**src/design/mpt_pkg.sv**
```systemverilog
// Shared types, constants and command/status bundles of the memory patch table.
package mpt_pkg;

    // Table geometry
    localparam int ENTRIES   = 64;
    localparam int ADDR_BITS = 24;
    localparam int IDX_W     = $clog2(ENTRIES);
    localparam int CNT_W     = $clog2(ENTRIES + 1);

    // Fixed widths of the request and response fields
    localparam int MODE_W     = 3;
    localparam int SLOT_W     = 6;
    localparam int ADDR_W     = 24;
    localparam int BYTE_W     = 8;
    localparam int USED_W     = 7;

    // Request operation codes; the two codes above clear are rejected
    typedef enum logic [MODE_W-1:0] {
        MODE_ADD    = 3'd0,
        MODE_SET    = 3'd1,
        MODE_DELETE = 3'd2,
        MODE_READ   = 3'd3,
        MODE_APPLY  = 3'd4,
        MODE_CLEAR  = 3'd5
    } mode_t;

    // One stored patch
    typedef struct packed {
        logic [ADDR_BITS-1:0] addr;
        logic [BYTE_W-1:0]    data;
        logic                 on;
    } entry_t;

    typedef enum logic [3:0] {
        ST_IDLE,
        ST_DECODE,
        ST_SET_WR,
        ST_DEL_CHK,
        ST_DEL_WR,
        ST_APP_CHK,
        ST_APP_EVAL,
        ST_APP_LAST,
        ST_RESP_OK,
        ST_RESP_FAIL,
        ST_RESP_READ
    } state_t;

    typedef enum logic [1:0] {
        RD_SLOT,
        RD_IDX,
        RD_NEXT
    } rd_sel_t;

    typedef enum logic [1:0] {
        WR_ADD,
        WR_SET,
        WR_SHIFT
    } wr_sel_t;

    typedef enum logic [1:0] {
        CNT_HOLD,
        CNT_INC,
        CNT_DEC,
        CNT_CLR
    } cnt_op_t;

    typedef enum logic [1:0] {
        IDX_HOLD,
        IDX_SLOT,
        IDX_ZERO,
        IDX_INC
    } idx_op_t;

    typedef enum logic [1:0] {
        PEND_HOLD,
        PEND_CLR,
        PEND_LOAD
    } pend_op_t;

    typedef enum logic [1:0] {
        OUT_FAIL,
        OUT_OK,
        OUT_READ,
        OUT_WRITE
    } out_kind_t;

    // Controller to datapath
    typedef struct packed {
        logic      req_load;
        logic      rd_en;
        rd_sel_t   rd_sel;
        logic      wr_en;
        wr_sel_t   wr_sel;
        cnt_op_t   cnt_op;
        idx_op_t   idx_op;
        pend_op_t  pend_op;
        logic      out_load;
        out_kind_t out_kind;
        logic      out_last;
    } cmd_t;

    // Datapath to controller
    typedef struct packed {
        mode_t mode;
        logic  full;
        logic  slot_bad;
        logic  more_shift;
        logic  more_scan;
        logic  rd_on;
        logic  pend_valid;
        logic  out_free;
    } status_t;

endpackage

```
**src/design/mpt_dp.sv**
```systemverilog
// Datapath of the memory patch table: request latch, entry memory, counters, result register.
module mpt_dp (
    input  logic                         aclk,
    input  logic                         aresetn,
    input  mpt_pkg::cmd_t                cmd,
    output mpt_pkg::status_t             status,
    input  logic [mpt_pkg::MODE_W-1:0]   s_mode,
    input  logic [mpt_pkg::SLOT_W-1:0]   s_slot,
    input  logic [mpt_pkg::ADDR_W-1:0]   s_address,
    input  logic [mpt_pkg::BYTE_W-1:0]   s_value,
    input  logic                         s_enable,
    output logic                         m_valid,
    input  logic                         m_ready,
    output logic                         m_ok,
    output logic                         m_write_strobe,
    output logic [mpt_pkg::ADDR_W-1:0]   m_patch_address,
    output logic [mpt_pkg::BYTE_W-1:0]   m_patch_value,
    output logic                         m_entry_enabled,
    output logic [mpt_pkg::USED_W-1:0]   m_entries_used,
    output logic                         m_last
);
    import mpt_pkg::*;

    // Request latch
    logic [MODE_W-1:0]    req_mode_reg;
    logic [SLOT_W-1:0]    req_slot_reg;
    logic [ADDR_BITS-1:0] req_addr_reg;
    logic [BYTE_W-1:0]    req_value_reg;
    logic                 req_en_reg;

    // Entry store and its read port
    entry_t               entry_mem [ENTRIES];
    entry_t               rdata_reg;
    logic [IDX_W-1:0]     rd_addr;
    logic [IDX_W-1:0]     wr_addr;
    entry_t               wr_data;

    // Counters and pending write
    logic [CNT_W-1:0]     count_reg, count_next;
    logic [CNT_W-1:0]     idx_reg, idx_next;
    logic [CNT_W-1:0]     idx_plus;
    logic [CNT_W-1:0]     slot_idx;
    entry_t               pend_reg;
    logic                 pend_valid_reg, pend_valid_next;

    // Result register
    logic                 m_valid_reg, m_valid_next;
    logic                 ok_reg;
    logic                 strobe_reg;
    logic [ADDR_W-1:0]    paddr_reg;
    logic [BYTE_W-1:0]    pvalue_reg;
    logic                 pen_reg;
    logic [USED_W-1:0]    used_reg;
    logic                 last_reg;
    logic                 out_free;

    always_ff @(posedge aclk) begin
        if (cmd.req_load) begin
            req_mode_reg  <= s_mode;
            req_slot_reg  <= s_slot;
            req_addr_reg  <= ADDR_BITS'(s_address);
            req_value_reg <= s_value;
            req_en_reg    <= s_enable;
        end
    end

    assign idx_plus = idx_reg + CNT_W'(1);
    assign slot_idx = CNT_W'(req_slot_reg);

    always_comb begin
        unique case (cmd.rd_sel)
            RD_SLOT: rd_addr = slot_idx[IDX_W-1:0];
            RD_IDX:  rd_addr = idx_reg[IDX_W-1:0];
            RD_NEXT: rd_addr = idx_plus[IDX_W-1:0];
            default: rd_addr = idx_reg[IDX_W-1:0];
        endcase
    end

    always_comb begin
        unique case (cmd.wr_sel)
            WR_ADD: begin
                wr_addr = count_reg[IDX_W-1:0];
                wr_data = '{addr: req_addr_reg, data: req_value_reg, on: req_en_reg};
            end
            WR_SET: begin
                wr_addr = slot_idx[IDX_W-1:0];
                wr_data = '{addr: rdata_reg.addr, data: rdata_reg.data, on: req_en_reg};
            end
            WR_SHIFT: begin
                wr_addr = idx_reg[IDX_W-1:0];
                wr_data = rdata_reg;
            end
            default: begin
                wr_addr = idx_reg[IDX_W-1:0];
                wr_data = rdata_reg;
            end
        endcase
    end

    always_ff @(posedge aclk) begin
        if (cmd.wr_en) begin
            entry_mem[wr_addr] <= wr_data;
        end
        if (cmd.rd_en) begin
            rdata_reg <= entry_mem[rd_addr];
        end
    end

    always_comb begin
        case (cmd.cnt_op)
            CNT_INC: count_next = count_reg + CNT_W'(1);
            CNT_DEC: count_next = count_reg - CNT_W'(1);
            CNT_CLR: count_next = '0;
            default: count_next = count_reg;
        endcase
        case (cmd.idx_op)
            IDX_SLOT: idx_next = slot_idx;
            IDX_ZERO: idx_next = '0;
            IDX_INC:  idx_next = idx_plus;
            default:  idx_next = idx_reg;
        endcase
        case (cmd.pend_op)
            PEND_CLR:  pend_valid_next = 1'b0;
            PEND_LOAD: pend_valid_next = 1'b1;
            default:   pend_valid_next = pend_valid_reg;
        endcase
    end

    always_ff @(posedge aclk) begin
        if (!aresetn) begin
            count_reg      <= '0;
            idx_reg        <= '0;
            pend_valid_reg <= 1'b0;
        end else begin
            count_reg      <= count_next;
            idx_reg        <= idx_next;
            pend_valid_reg <= pend_valid_next;
        end
    end

    always_ff @(posedge aclk) begin
        if (cmd.pend_op == PEND_LOAD) begin
            pend_reg <= rdata_reg;
        end
    end

    // Result register: load replaces, a taken result drops valid
    assign out_free = !m_valid_reg || m_ready;

    always_comb begin
        m_valid_next = m_valid_reg;
        if (cmd.out_load) begin
            m_valid_next = 1'b1;
        end else if (m_ready) begin
            m_valid_next = 1'b0;
        end
    end

    always_ff @(posedge aclk) begin
        if (!aresetn) begin
            m_valid_reg <= 1'b0;
        end else begin
            m_valid_reg <= m_valid_next;
        end
    end

    always_ff @(posedge aclk) begin
        if (cmd.out_load) begin
            // hold the count with the result; the next request may change it meanwhile
            used_reg <= USED_W'(count_reg);
            case (cmd.out_kind)
                OUT_OK: begin
                    ok_reg     <= 1'b1;
                    strobe_reg <= 1'b0;
                    paddr_reg  <= '0;
                    pvalue_reg <= '0;
                    pen_reg    <= 1'b0;
                    last_reg   <= 1'b1;
                end
                OUT_READ: begin
                    ok_reg     <= 1'b1;
                    strobe_reg <= 1'b0;
                    paddr_reg  <= ADDR_W'(rdata_reg.addr);
                    pvalue_reg <= rdata_reg.data;
                    pen_reg    <= rdata_reg.on;
                    last_reg   <= 1'b1;
                end
                OUT_WRITE: begin
                    ok_reg     <= 1'b1;
                    strobe_reg <= 1'b1;
                    paddr_reg  <= ADDR_W'(pend_reg.addr);
                    pvalue_reg <= pend_reg.data;
                    pen_reg    <= 1'b0;
                    last_reg   <= cmd.out_last;
                end
                default: begin
                    ok_reg     <= 1'b0;
                    strobe_reg <= 1'b0;
                    paddr_reg  <= '0;
                    pvalue_reg <= '0;
                    pen_reg    <= 1'b0;
                    last_reg   <= 1'b1;
                end
            endcase
        end
    end

    assign m_valid         = m_valid_reg;
    assign m_ok            = ok_reg;
    assign m_write_strobe  = strobe_reg;
    assign m_patch_address = paddr_reg;
    assign m_patch_value   = pvalue_reg;
    assign m_entry_enabled = pen_reg;
    assign m_entries_used  = used_reg;
    assign m_last          = last_reg;

    assign status.mode       = mode_t'(req_mode_reg);
    assign status.full       = (count_reg == CNT_W'(ENTRIES));
    assign status.slot_bad   = (32'(req_slot_reg) >= 32'(count_reg));
    assign status.more_shift = (idx_plus < count_reg);
    assign status.more_scan  = (idx_reg < count_reg);
    assign status.rd_on      = rdata_reg.on;
    assign status.pend_valid = pend_valid_reg;
    assign status.out_free   = out_free;

`ifndef SYNTHESIS
    a_count_range: assert property (@(posedge aclk) disable iff (!aresetn)
        count_reg <= CNT_W'(ENTRIES))
        else $error("entry count above table size");

    a_load_free: assert property (@(posedge aclk) disable iff (!aresetn)
        cmd.out_load |-> (!m_valid_reg || m_ready))
        else $error("result register overwritten while stalled");

    a_write_pending: assert property (@(posedge aclk) disable iff (!aresetn)
        (cmd.out_load && cmd.out_kind == OUT_WRITE) |-> pend_valid_reg)
        else $error("patch write issued without a pending entry");

    a_add_room: assert property (@(posedge aclk) disable iff (!aresetn)
        (cmd.wr_en && cmd.wr_sel == WR_ADD) |-> (count_reg < CNT_W'(ENTRIES)))
        else $error("append into a full table");
`endif

endmodule

```
**src/design/mpt_ctrl.sv**
```systemverilog
// Controller of the memory patch table: sequences each request over the datapath.
module mpt_ctrl (
    input  logic             aclk,
    input  logic             aresetn,
    input  logic             s_valid,
    output logic             s_ready,
    input  mpt_pkg::status_t status,
    output mpt_pkg::cmd_t    cmd
);
    import mpt_pkg::*;

    state_t state_reg, state_next;

    always_ff @(posedge aclk) begin
        if (!aresetn) begin
            state_reg <= ST_IDLE;
        end else begin
            state_reg <= state_next;
        end
    end

    always_comb begin
        state_next   = state_reg;
        s_ready      = 1'b0;
        cmd          = '0;
        cmd.rd_sel   = RD_SLOT;
        cmd.wr_sel   = WR_ADD;
        cmd.cnt_op   = CNT_HOLD;
        cmd.idx_op   = IDX_HOLD;
        cmd.pend_op  = PEND_HOLD;
        cmd.out_kind = OUT_FAIL;

        unique case (state_reg)
            ST_IDLE: begin
                s_ready      = 1'b1;
                cmd.req_load = s_valid;
                if (s_valid) begin
                    state_next = ST_DECODE;
                end
            end
            ST_DECODE: begin
                case (status.mode)
                    MODE_ADD: begin
                        if (status.full) begin
                            state_next = ST_RESP_FAIL;
                        end else begin
                            cmd.wr_en  = 1'b1;
                            cmd.wr_sel = WR_ADD;
                            cmd.cnt_op = CNT_INC;
                            state_next = ST_RESP_OK;
                        end
                    end
                    MODE_SET: begin
                        if (status.slot_bad) begin
                            state_next = ST_RESP_FAIL;
                        end else begin
                            cmd.rd_en  = 1'b1;
                            cmd.rd_sel = RD_SLOT;
                            state_next = ST_SET_WR;
                        end
                    end
                    MODE_DELETE: begin
                        if (status.slot_bad) begin
                            state_next = ST_RESP_FAIL;
                        end else begin
                            cmd.idx_op = IDX_SLOT;
                            state_next = ST_DEL_CHK;
                        end
                    end
                    MODE_READ: begin
                        if (status.slot_bad) begin
                            state_next = ST_RESP_FAIL;
                        end else begin
                            cmd.rd_en  = 1'b1;
                            cmd.rd_sel = RD_SLOT;
                            state_next = ST_RESP_READ;
                        end
                    end
                    MODE_APPLY: begin
                        cmd.idx_op  = IDX_ZERO;
                        cmd.pend_op = PEND_CLR;
                        state_next  = ST_APP_CHK;
                    end
                    MODE_CLEAR: begin
                        cmd.cnt_op = CNT_CLR;
                        state_next = ST_RESP_OK;
                    end
                    default: begin
                        state_next = ST_RESP_FAIL;
                    end
                endcase
            end
            ST_SET_WR: begin
                cmd.wr_en  = 1'b1;
                cmd.wr_sel = WR_SET;
                state_next = ST_RESP_OK;
            end
            ST_DEL_CHK: begin
                if (status.more_shift) begin
                    cmd.rd_en  = 1'b1;
                    cmd.rd_sel = RD_NEXT;
                    state_next = ST_DEL_WR;
                end else begin
                    cmd.cnt_op = CNT_DEC;
                    state_next = ST_RESP_OK;
                end
            end
            ST_DEL_WR: begin
                cmd.wr_en  = 1'b1;
                cmd.wr_sel = WR_SHIFT;
                cmd.idx_op = IDX_INC;
                state_next = ST_DEL_CHK;
            end
            ST_APP_CHK: begin
                if (status.more_scan) begin
                    cmd.rd_en  = 1'b1;
                    cmd.rd_sel = RD_IDX;
                    cmd.idx_op = IDX_INC;
                    state_next = ST_APP_EVAL;
                end else if (status.pend_valid) begin
                    state_next = ST_APP_LAST;
                end else begin
                    state_next = ST_RESP_OK;
                end
            end
            ST_APP_EVAL: begin
                if (!status.rd_on) begin
                    state_next = ST_APP_CHK;
                end else if (!status.pend_valid) begin
                    cmd.pend_op = PEND_LOAD;
                    state_next  = ST_APP_CHK;
                end else if (status.out_free) begin
                    cmd.out_load = 1'b1;
                    cmd.out_kind = OUT_WRITE;
                    cmd.out_last = 1'b0;
                    cmd.pend_op  = PEND_LOAD;
                    state_next   = ST_APP_CHK;
                end
            end
            ST_APP_LAST: begin
                if (status.out_free) begin
                    cmd.out_load = 1'b1;
                    cmd.out_kind = OUT_WRITE;
                    cmd.out_last = 1'b1;
                    cmd.pend_op  = PEND_CLR;
                    state_next   = ST_IDLE;
                end
            end
            ST_RESP_OK: begin
                if (status.out_free) begin
                    cmd.out_load = 1'b1;
                    cmd.out_kind = OUT_OK;
                    state_next   = ST_IDLE;
                end
            end
            ST_RESP_FAIL: begin
                if (status.out_free) begin
                    cmd.out_load = 1'b1;
                    cmd.out_kind = OUT_FAIL;
                    state_next   = ST_IDLE;
                end
            end
            ST_RESP_READ: begin
                if (status.out_free) begin
                    cmd.out_load = 1'b1;
                    cmd.out_kind = OUT_READ;
                    state_next   = ST_IDLE;
                end
            end
            default: begin
                state_next = ST_IDLE;
            end
        endcase
    end

`ifndef SYNTHESIS
    a_ready_idle: assert property (@(posedge aclk) disable iff (!aresetn)
        (s_valid && s_ready) |=> (state_reg == ST_DECODE))
        else $error("accepted request not decoded");

    a_one_port_op: assert property (@(posedge aclk) disable iff (!aresetn)
        !(cmd.rd_en && cmd.wr_en))
        else $error("read and write of the entry store in one cycle");

    a_shift_after_read: assert property (@(posedge aclk) disable iff (!aresetn)
        (state_reg == ST_DEL_WR) |-> $past(cmd.rd_en))
        else $error("shift written without a fresh read");
`endif

endmodule

```
**src/design/memory_patch_table_top.sv**
```systemverilog
// Top level of the memory patch table: request and result channels around controller and datapath.
//
// The table holds up to 64 patches (24-bit address, data byte, enable flag) packed
// densely in list order. One request is worked on at a time; s_ready is high only
// while the controller is idle, and the single result register lets the next
// request in while an earlier result waits for m_ready. Cycles per request, from
// acceptance to the result being loaded, with the result side not stalling:
// add, clear, read, rejected mode or bad slot take 2; set enable 3; delete
// 3 + 2*(count before the request - slot - 1), since each later entry moves down
// through one read and one write of the single-ported entry store; apply
// 3 + 2*entries_used to its final result, as every entry is read once over that
// port and each enabled one is held back a step so that the final write can carry
// last. The next request can be accepted in the cycle after the result is loaded.
// Apply sends one result per enabled entry (write_strobe high, last
// on the final one) or a single plain ok result when none is enabled; every other
// mode sends exactly one result with last high. entries_used always reports the
// count after the request. The entry store has no reset: an entry is only ever
// read at an index below the count, so nothing reachable is unwritten.
module memory_patch_table_top (
    input  logic        aclk,
    input  logic        aresetn,
    input  logic        s_valid,
    output logic        s_ready,
    input  logic [2:0]  s_mode,
    input  logic [5:0]  s_slot,
    input  logic [23:0] s_address,
    input  logic [7:0]  s_value,
    input  logic        s_enable,
    output logic        m_valid,
    input  logic        m_ready,
    output logic        m_ok,
    output logic        m_write_strobe,
    output logic [23:0] m_patch_address,
    output logic [7:0]  m_patch_value,
    output logic        m_entry_enabled,
    output logic [6:0]  m_entries_used,
    output logic        m_last
);
    import mpt_pkg::*;

    cmd_t    cmd;
    status_t status;

    // Sequence each request
    mpt_ctrl u_ctrl (
        .aclk    (aclk),
        .aresetn (aresetn),
        .s_valid (s_valid),
        .s_ready (s_ready),
        .status  (status),
        .cmd     (cmd)
    );

    // Hold the request, the entry store and the result register
    mpt_dp u_dp (
        .aclk            (aclk),
        .aresetn         (aresetn),
        .cmd             (cmd),
        .status          (status),
        .s_mode          (s_mode),
        .s_slot          (s_slot),
        .s_address       (s_address),
        .s_value         (s_value),
        .s_enable        (s_enable),
        .m_valid         (m_valid),
        .m_ready         (m_ready),
        .m_ok            (m_ok),
        .m_write_strobe  (m_write_strobe),
        .m_patch_address (m_patch_address),
        .m_patch_value   (m_patch_value),
        .m_entry_enabled (m_entry_enabled),
        .m_entries_used  (m_entries_used),
        .m_last          (m_last)
    );

endmodule
```
**config.mk**
```make
export PLATFORM = sky130hd
export DESIGN_NAME = memory_patch_table_top
export DESIGN_NICKNAME = d
export VERILOG_FILES = /design/src/design/mpt_pkg.sv /design/src/design/mpt_dp.sv /design/src/design/mpt_ctrl.sv /design/src/design/memory_patch_table_top.sv
export SDC_FILE = /design/constraint.sdc
export NUM_CORES = 2
export LEC_CHECK = 0
export BUFFER_PORTS_ARGS = -buffer_cell sky130_fd_sc_hd__buf_4
export CORE_MARGIN = 3
export CORE_UTILIZATION = 50
export DETAILED_ROUTE_END_ITERATION = 6
export PLACE_DENSITY = 0.65
export SLEW_MARGIN = 20
export SYNTH_ARGS = -nofsm -noshare
export SYNTH_HDL_FRONTEND = slang
export SYNTH_SLANG_ARGS = --single-unit
```
**constraint.sdc**
```tcl
create_clock -name aclk -period 7.15 [get_ports aclk]
set_input_delay 1.43 -clock aclk [delete_from_list [all_inputs] [get_ports aclk]]
set_output_delay 1.43 -clock aclk [all_outputs]
set_load 0.05 [all_outputs]
```
After elaboration in Yosys (flattened, before gate mapping)
Memories as Yosys holds them, arrays and structs flattened. A register that Yosys moved wholly into a read port is not among the register bits.
Cells that the tools add are included.

word-level totals
  register bits after elaboration = 137
  bits in writable memories = 2112
  memories kept = 1

memory list
  memory          depth  bits a word  read ports  clocked after Yosys merged registers in  wr ports  line          source
  u_dp.entry_mem  64     33           1           1                                        1         mpt_dp.sv:32  entry_t entry_mem [ENTRIES];

cells by class
  $add $sub $neg = 3
  magnitude comparators = 3
  mux-type cells = 57
  eq/ne operators = 32
  reductions and logical operators = 14

operators by type and width
  operator                                        count
  case mux 33 bit (2 select lines)                1
  case mux 24 bit (2 select lines)                1
  two-way mux 4 bit                               11
  case mux 7 bit (3 select lines)                 2
  case mux 4 bit (8 select lines)                 1
  two-way mux 3 bit                               8
  case mux 4 bit (6 select lines)                 1
  case mux 6 bit (2 select lines)                 2
  case mux 3 bit (3 select lines)                 2
  == test 2 bit (second input constant)           8
  == test 4 x 3 -> 1 bit (second input constant)  4
  case mux 8 bit (2 select lines)                 1
  case mux 3 bit (5 select lines)                 1
  adder 7 x 1 -> 7 bit (second input constant)    2
  < comparator 7 bit                              2
  == test 4 bit (second input constant)           3
  two-way mux 6 bit                               2
  case mux 2 bit (2 select lines)                 3
  case mux 2 bit (3 select lines)                 2
  two-way mux 1 bit                               11
  == test 2 x 1 -> 1 bit (second input constant)  5
  two-way mux 5 bit                               2
  == test 4 x 2 -> 1 bit (second input constant)  2
  two-way mux 2 bit                               4
  other kinds (22)                                28

Logic depth before layout (Yosys ltp)
  word-level depth = 9
  mapped depth = 21
  depth with buffers taken out = 20

Modules after synthesis
From an unflattened synthesis, not the netlist that was laid out.

second synthesis, totals
  cells, all modules = 9088
  area, all modules = 114160.7 sq um

modules (own cells, without submodules)
  module    cells an instance  times used  area each (sq um)  seq. area each (sq um)
  mpt_dp    8990               1           113527.6           68245.5
  mpt_ctrl  98                 1           633.1              80.1

Worst setup path after synthesis
OpenSTA, ideal clock, no wires.

  path kind = register -> register
  start point = register u_dp.req_slot_reg[0]
  end point = register, netlist name u_dp.rdata_reg[10]
  cell stages (with the launch flop) = 12
  buffers on the path = 1
  period minus slack after synthesis = 6.390 ns
  path slack = 0.760 ns
  data arrival time = 5.851 ns
  required time = 6.611 ns
  path through = edfxtp_1 clkbuf_1 inv_1 ha_1 nand2b_1 a21o_1 a21o_1 a21o_1 a21o_1 a21oi_1 o21ai_0 o311ai_0

RTL lines
  what                    line          source
  from (decl)             mpt_dp.sv:26  logic [SLOT_W-1:0] req_slot_reg;
  from (signal assigned)  mpt_dp.sv:60  req_slot_reg <= s_slot;

Worst setup path after layout
  start point = register u_dp.idx_reg[1]
  end point = register, netlist name u_dp.rdata_reg[21]

between the ends
  cells in the longest elaborated chain, start to end = 6
  elaborated cells on any way between the ends = 9
  those cells by class = add/sub (1); order compare (2); eq/ne (1); mux (4); reduce/logical (1)

ends and longest elaborated chain
  what                                                       line            source
  from (decl)                                                mpt_dp.sv:40    logic [CNT_W-1:0] idx_reg, idx_next;
  from (signal assigned)                                     mpt_dp.sv:136   idx_reg <= idx_next;
  adder 7 x 1 -> 7 bit                                       mpt_dp.sv:67    assign idx_plus = idx_reg + CNT_W'(1);
  < comparator 7 bit                                         mpt_dp.sv:220   assign status.more_shift = (idx_plus < count_reg);
  two-way mux 3 bit                                          mpt_ctrl.sv:99  if (status.more_shift) begin
  case mux 3 bit (3 select lines)                            mpt_ctrl.sv:33  unique case (state_reg)
  == test 2 bit / logical NOT 2 bit (equally long branches)  mpt_dp.sv:71    unique case (cmd.rd_sel)
  case mux 6 bit (2 select lines)                            mpt_dp.sv:71

Parallel ways exist; a longest one is shown, timed or not.
A chain may end at the register's enable or synchronous reset.

==> qor.yml <==
root_buffer: "clkbuf_16"
ir_drop_mv: 0.266
crit_type: "reg2reg"
async_flop_share_pct: 0
place_ws_ns: 1.09
drive_above_1_share_pct: 11.5
synth_xor_xnor_area_share_pct: 0.0860
period_minus_slack_ns: 6.21
worst_pin_slew_ns: 1.18
fin_setup_tns_ns: 0
start_kind: "register"
ys_seq_area_share_pct: 74.6
r2r-start: "u_dp.idx_reg[1]$_SDFFE_PN0P_"
power.leakage_uw: 0.0337
portBuffers: 90
dp.cells: 8810
synth_top_family_by_area: "compound AO/OA/AOI/OAI gates"
post-route-util_pct: 56.7
overflow: 0
viasPerCell: 6.62
cp.buffers_inverters: 2
fin_ws_ns: 0.936
crit_slowest_cell: "nor2_4"
synth-seq-cells: 2282
rr_worst_depth: 18
dp_hpwl_um: 165000
final_nets: 6734
finalCritPeriodShare_pct: 86.9
worst_path_most_repeated_cell: "nand2_1"
cts_sinks: 2282
slew_violations: 0
drt-wirelength-per-cell_um: 31.6
rows: 156
setup_viol: 0
netlist_area_sq_um: 91600
synth_edf_count: 2262
cts_tree: "yes"
cts-htree-levels: 4
status: "complete, but fails checks"
met3_usage_pct: 6.33
met1_usage_pct: 41.9
holdWs_ns: 0.527
holdPathStages: 0
synth_compound_area_share_pct: 11.5
drtAntennaViolNets: 0
clock_latency_ns: 0.86
vias: 60996
fin_worst_skew_ns: 0.0413
powerDensity_nw_per_um2: 354
final_cells: 9216
syn_area_per_cell_sq_um: 13.9
worstReg2RegEnd: "u_dp.rdata_reg[21]$_DFFE_PP_"
die_y_um: 434
ys_warn_count: 0
initial_core_util_pct: 50.5
drt_iter0_markers: 9615
cts_setup_buffers: 0
ioPinCount: 91
drt_first_pass_iters: 7
hold_buffers: 0
yosysMostFrequentCell: "edfxtp_1"
grt_setup_unrepaired: "false"
synth_fa_ha_area_share_pct: 0.363
area_growth_pct: 12.4
cp_num_cells: 18
cts_buffers: 218
synth_top_cell_by_area: "edfxtp_1"
cap_violations: 0
synth.area.mux_share_pct: 0.934
worstPathMaxFanout: 141
grt_max_degree: 159
cp.arrival_ns: 6.78
grt_util_met2_pct: 45.6
die_area_sq_um: 188000
wl_um: 291000
endpoint_kind: "register"
r2r_slack_ns: 0.94
crit_family: "compound AO/OA/AOI/OAI gates"
n_fill_cell: 14115
globalRoute.busiestLayer: "met2"
fmax_mhz: 161
grt_usage_pct: 30.3
yosysTopAreaCellShare_pct: 74.1
gp_congestion: 0.884
synthCells: 6596
hp-start: "u_dp.rdata_reg[13]$_DFFE_PP_"
core-area_sq_um: 182000
synth_commonest_cells: "edfxtp_1 (2,262), nand2_1 (1,551), a21oi_1 (388)"
synthesis.nets: 6668
largest_reg_flops: 2112
hold_class: "reg2reg"
critical_path_required_ns: 7.72
final-hold-violation-count: 0
grt_pass1_vias: 57336
die_w_um: 434
violations: "DRC"
clk_pin_slew_ns: 0.06
drc: 2
synth_simple_gate_area_share_pct: 10.2
cts_resized: 0
max_slew_margin_pct: 21.0
synth_area_leaders: "edfxtp_1 (74%), nand2_1 (6.4%), a21oi_1 (2.1%)"
clk_path_buf_depth: 3
cpPeakStageDelay_ns: 0.66
antenna_found_initial: 11
synth.distinct_cells: 81
hold_end: "u_dp.pend_reg[13]$_DFFE_PP_"
ys.flop_type: "edfxtp_1"
worstPathCellList: "ha_1 > nand2_1 > nor2_1 > nand2_1 > xnor2_1 > ha_1 > nand2_1 > nor2_1 > a21oi_4 > buf_4 > o211a_4 > nor2_4 > buf_12 > mux2i_1 > a221oi_1 > a21oi_1 > o211ai_1 > o2bb2ai_1"
grt_pass1_wl_um: 412000
worst max-delay path by stage:
stage	to	start	slack (ns)
global placement	u_dp.status[2]$_DFFE_PP_	u_dp.idx_reg[1]$_SDFFE_PN0P_	0.64
finish	u_dp.rdata_reg[21]$_DFFE_PP_	u_dp.idx_reg[1]$_SDFFE_PN0P_	0.94
detailed placement	u_dp.rdata_reg[14]$_DFFE_PP_	u_dp.idx_reg[1]$_SDFFE_PN0P_	1.09
global route	u_dp.rdata_reg[14]$_DFFE_PP_	u_dp.idx_reg[1]$_SDFFE_PN0P_	0.76
CTS	u_dp.rdata_reg[14]$_DFFE_PP_	u_dp.idx_reg[1]$_SDFFE_PN0P_	1.09
floorplan	u_dp.rdata_reg[10]$_DFFE_PP_	u_dp.req_slot_reg[0]$_DFFE_PP_	0.76
per-stage QoR:
stage,cell area [sq um],power [uW]
3_5_place_dp,96200,25400
3_3_place_gp,96000,25200
4_1_cts,103000,36300
2_1_floorplan,91600,21400
5_1_grt,103000,37500
6_report,103000,36400
cell families (layout without fill, tap and decap cells):
group / count (synthesis) / count (layout)
adders and majority gates: 26 / 26
muxes: 79 / 79
and+or+nand+nor: 2201 / 2201
other: 0 / 1
AOI/OAI and AO/OA: 1497 / 1497
xor gates and xnor gates: 9 / 9
buffers and inverters: 502 / 751
DFF: 2282 / 2282
cells in the final DEF (no fill, tap or decap), drive strengths merged, types with 19 or more instances in the layout:
master / synthesis / final
a32o: 19 / 19
dfxtp: 20 / 20
a211oi: 150 / 150
a31oi: 204 / 204
mux2i: 27 / 27
a311oi: 107 / 107
a22o: 50 / 50
nor2: 108 / 108
clkinv: 1 / 107
a32oi: 82 / 82
nand3: 252 / 252
and3: 186 / 186
a221oi: 104 / 104
o21ai: 145 / 145
a21oi: 389 / 389
ha: 25 / 25
a311o: 43 / 43
nand2: 1553 / 1553
edfxtp: 2262 / 2262
a221o: 39 / 39
nor3: 39 / 39
buf: 226 / 326
mux2: 52 / 52
clkbuf: 255 / 271
inv: 20 / 26
o211ai: 37 / 37
metal layers:
metal | up-vias | routed length, um
li1 | 25545 | -
met1 | 30511 | 108000
met2 | 4172 | 130000
met3 | 766 | 35700
met4 | 2 | 17200
met5 | - | 13
cell type report:
class	count	area (sq um)	share of cell area, %
tap	2370	2970	2.88
inverter	21	78.8	0.0765
sequential	2282	68300	66.3
clock inverter	132	1080	1.05
clock buffer	271	5700	5.53
timing repair buffer	327	3020	2.93
antenna	1	2.50	0.00243
multi-input combinational	3812	21800	21.2
power breakdown:
part / leakage [uW] / switching, uW / internal, uW
registers: 0.0205 / 133 / 15800
logic: 0.00990 / 7000 / 2360
clock network: 0.00330 / 5020 / 6140
total: 0.0337 / 12200 / 24300
(Power assumes the default switching activity.)
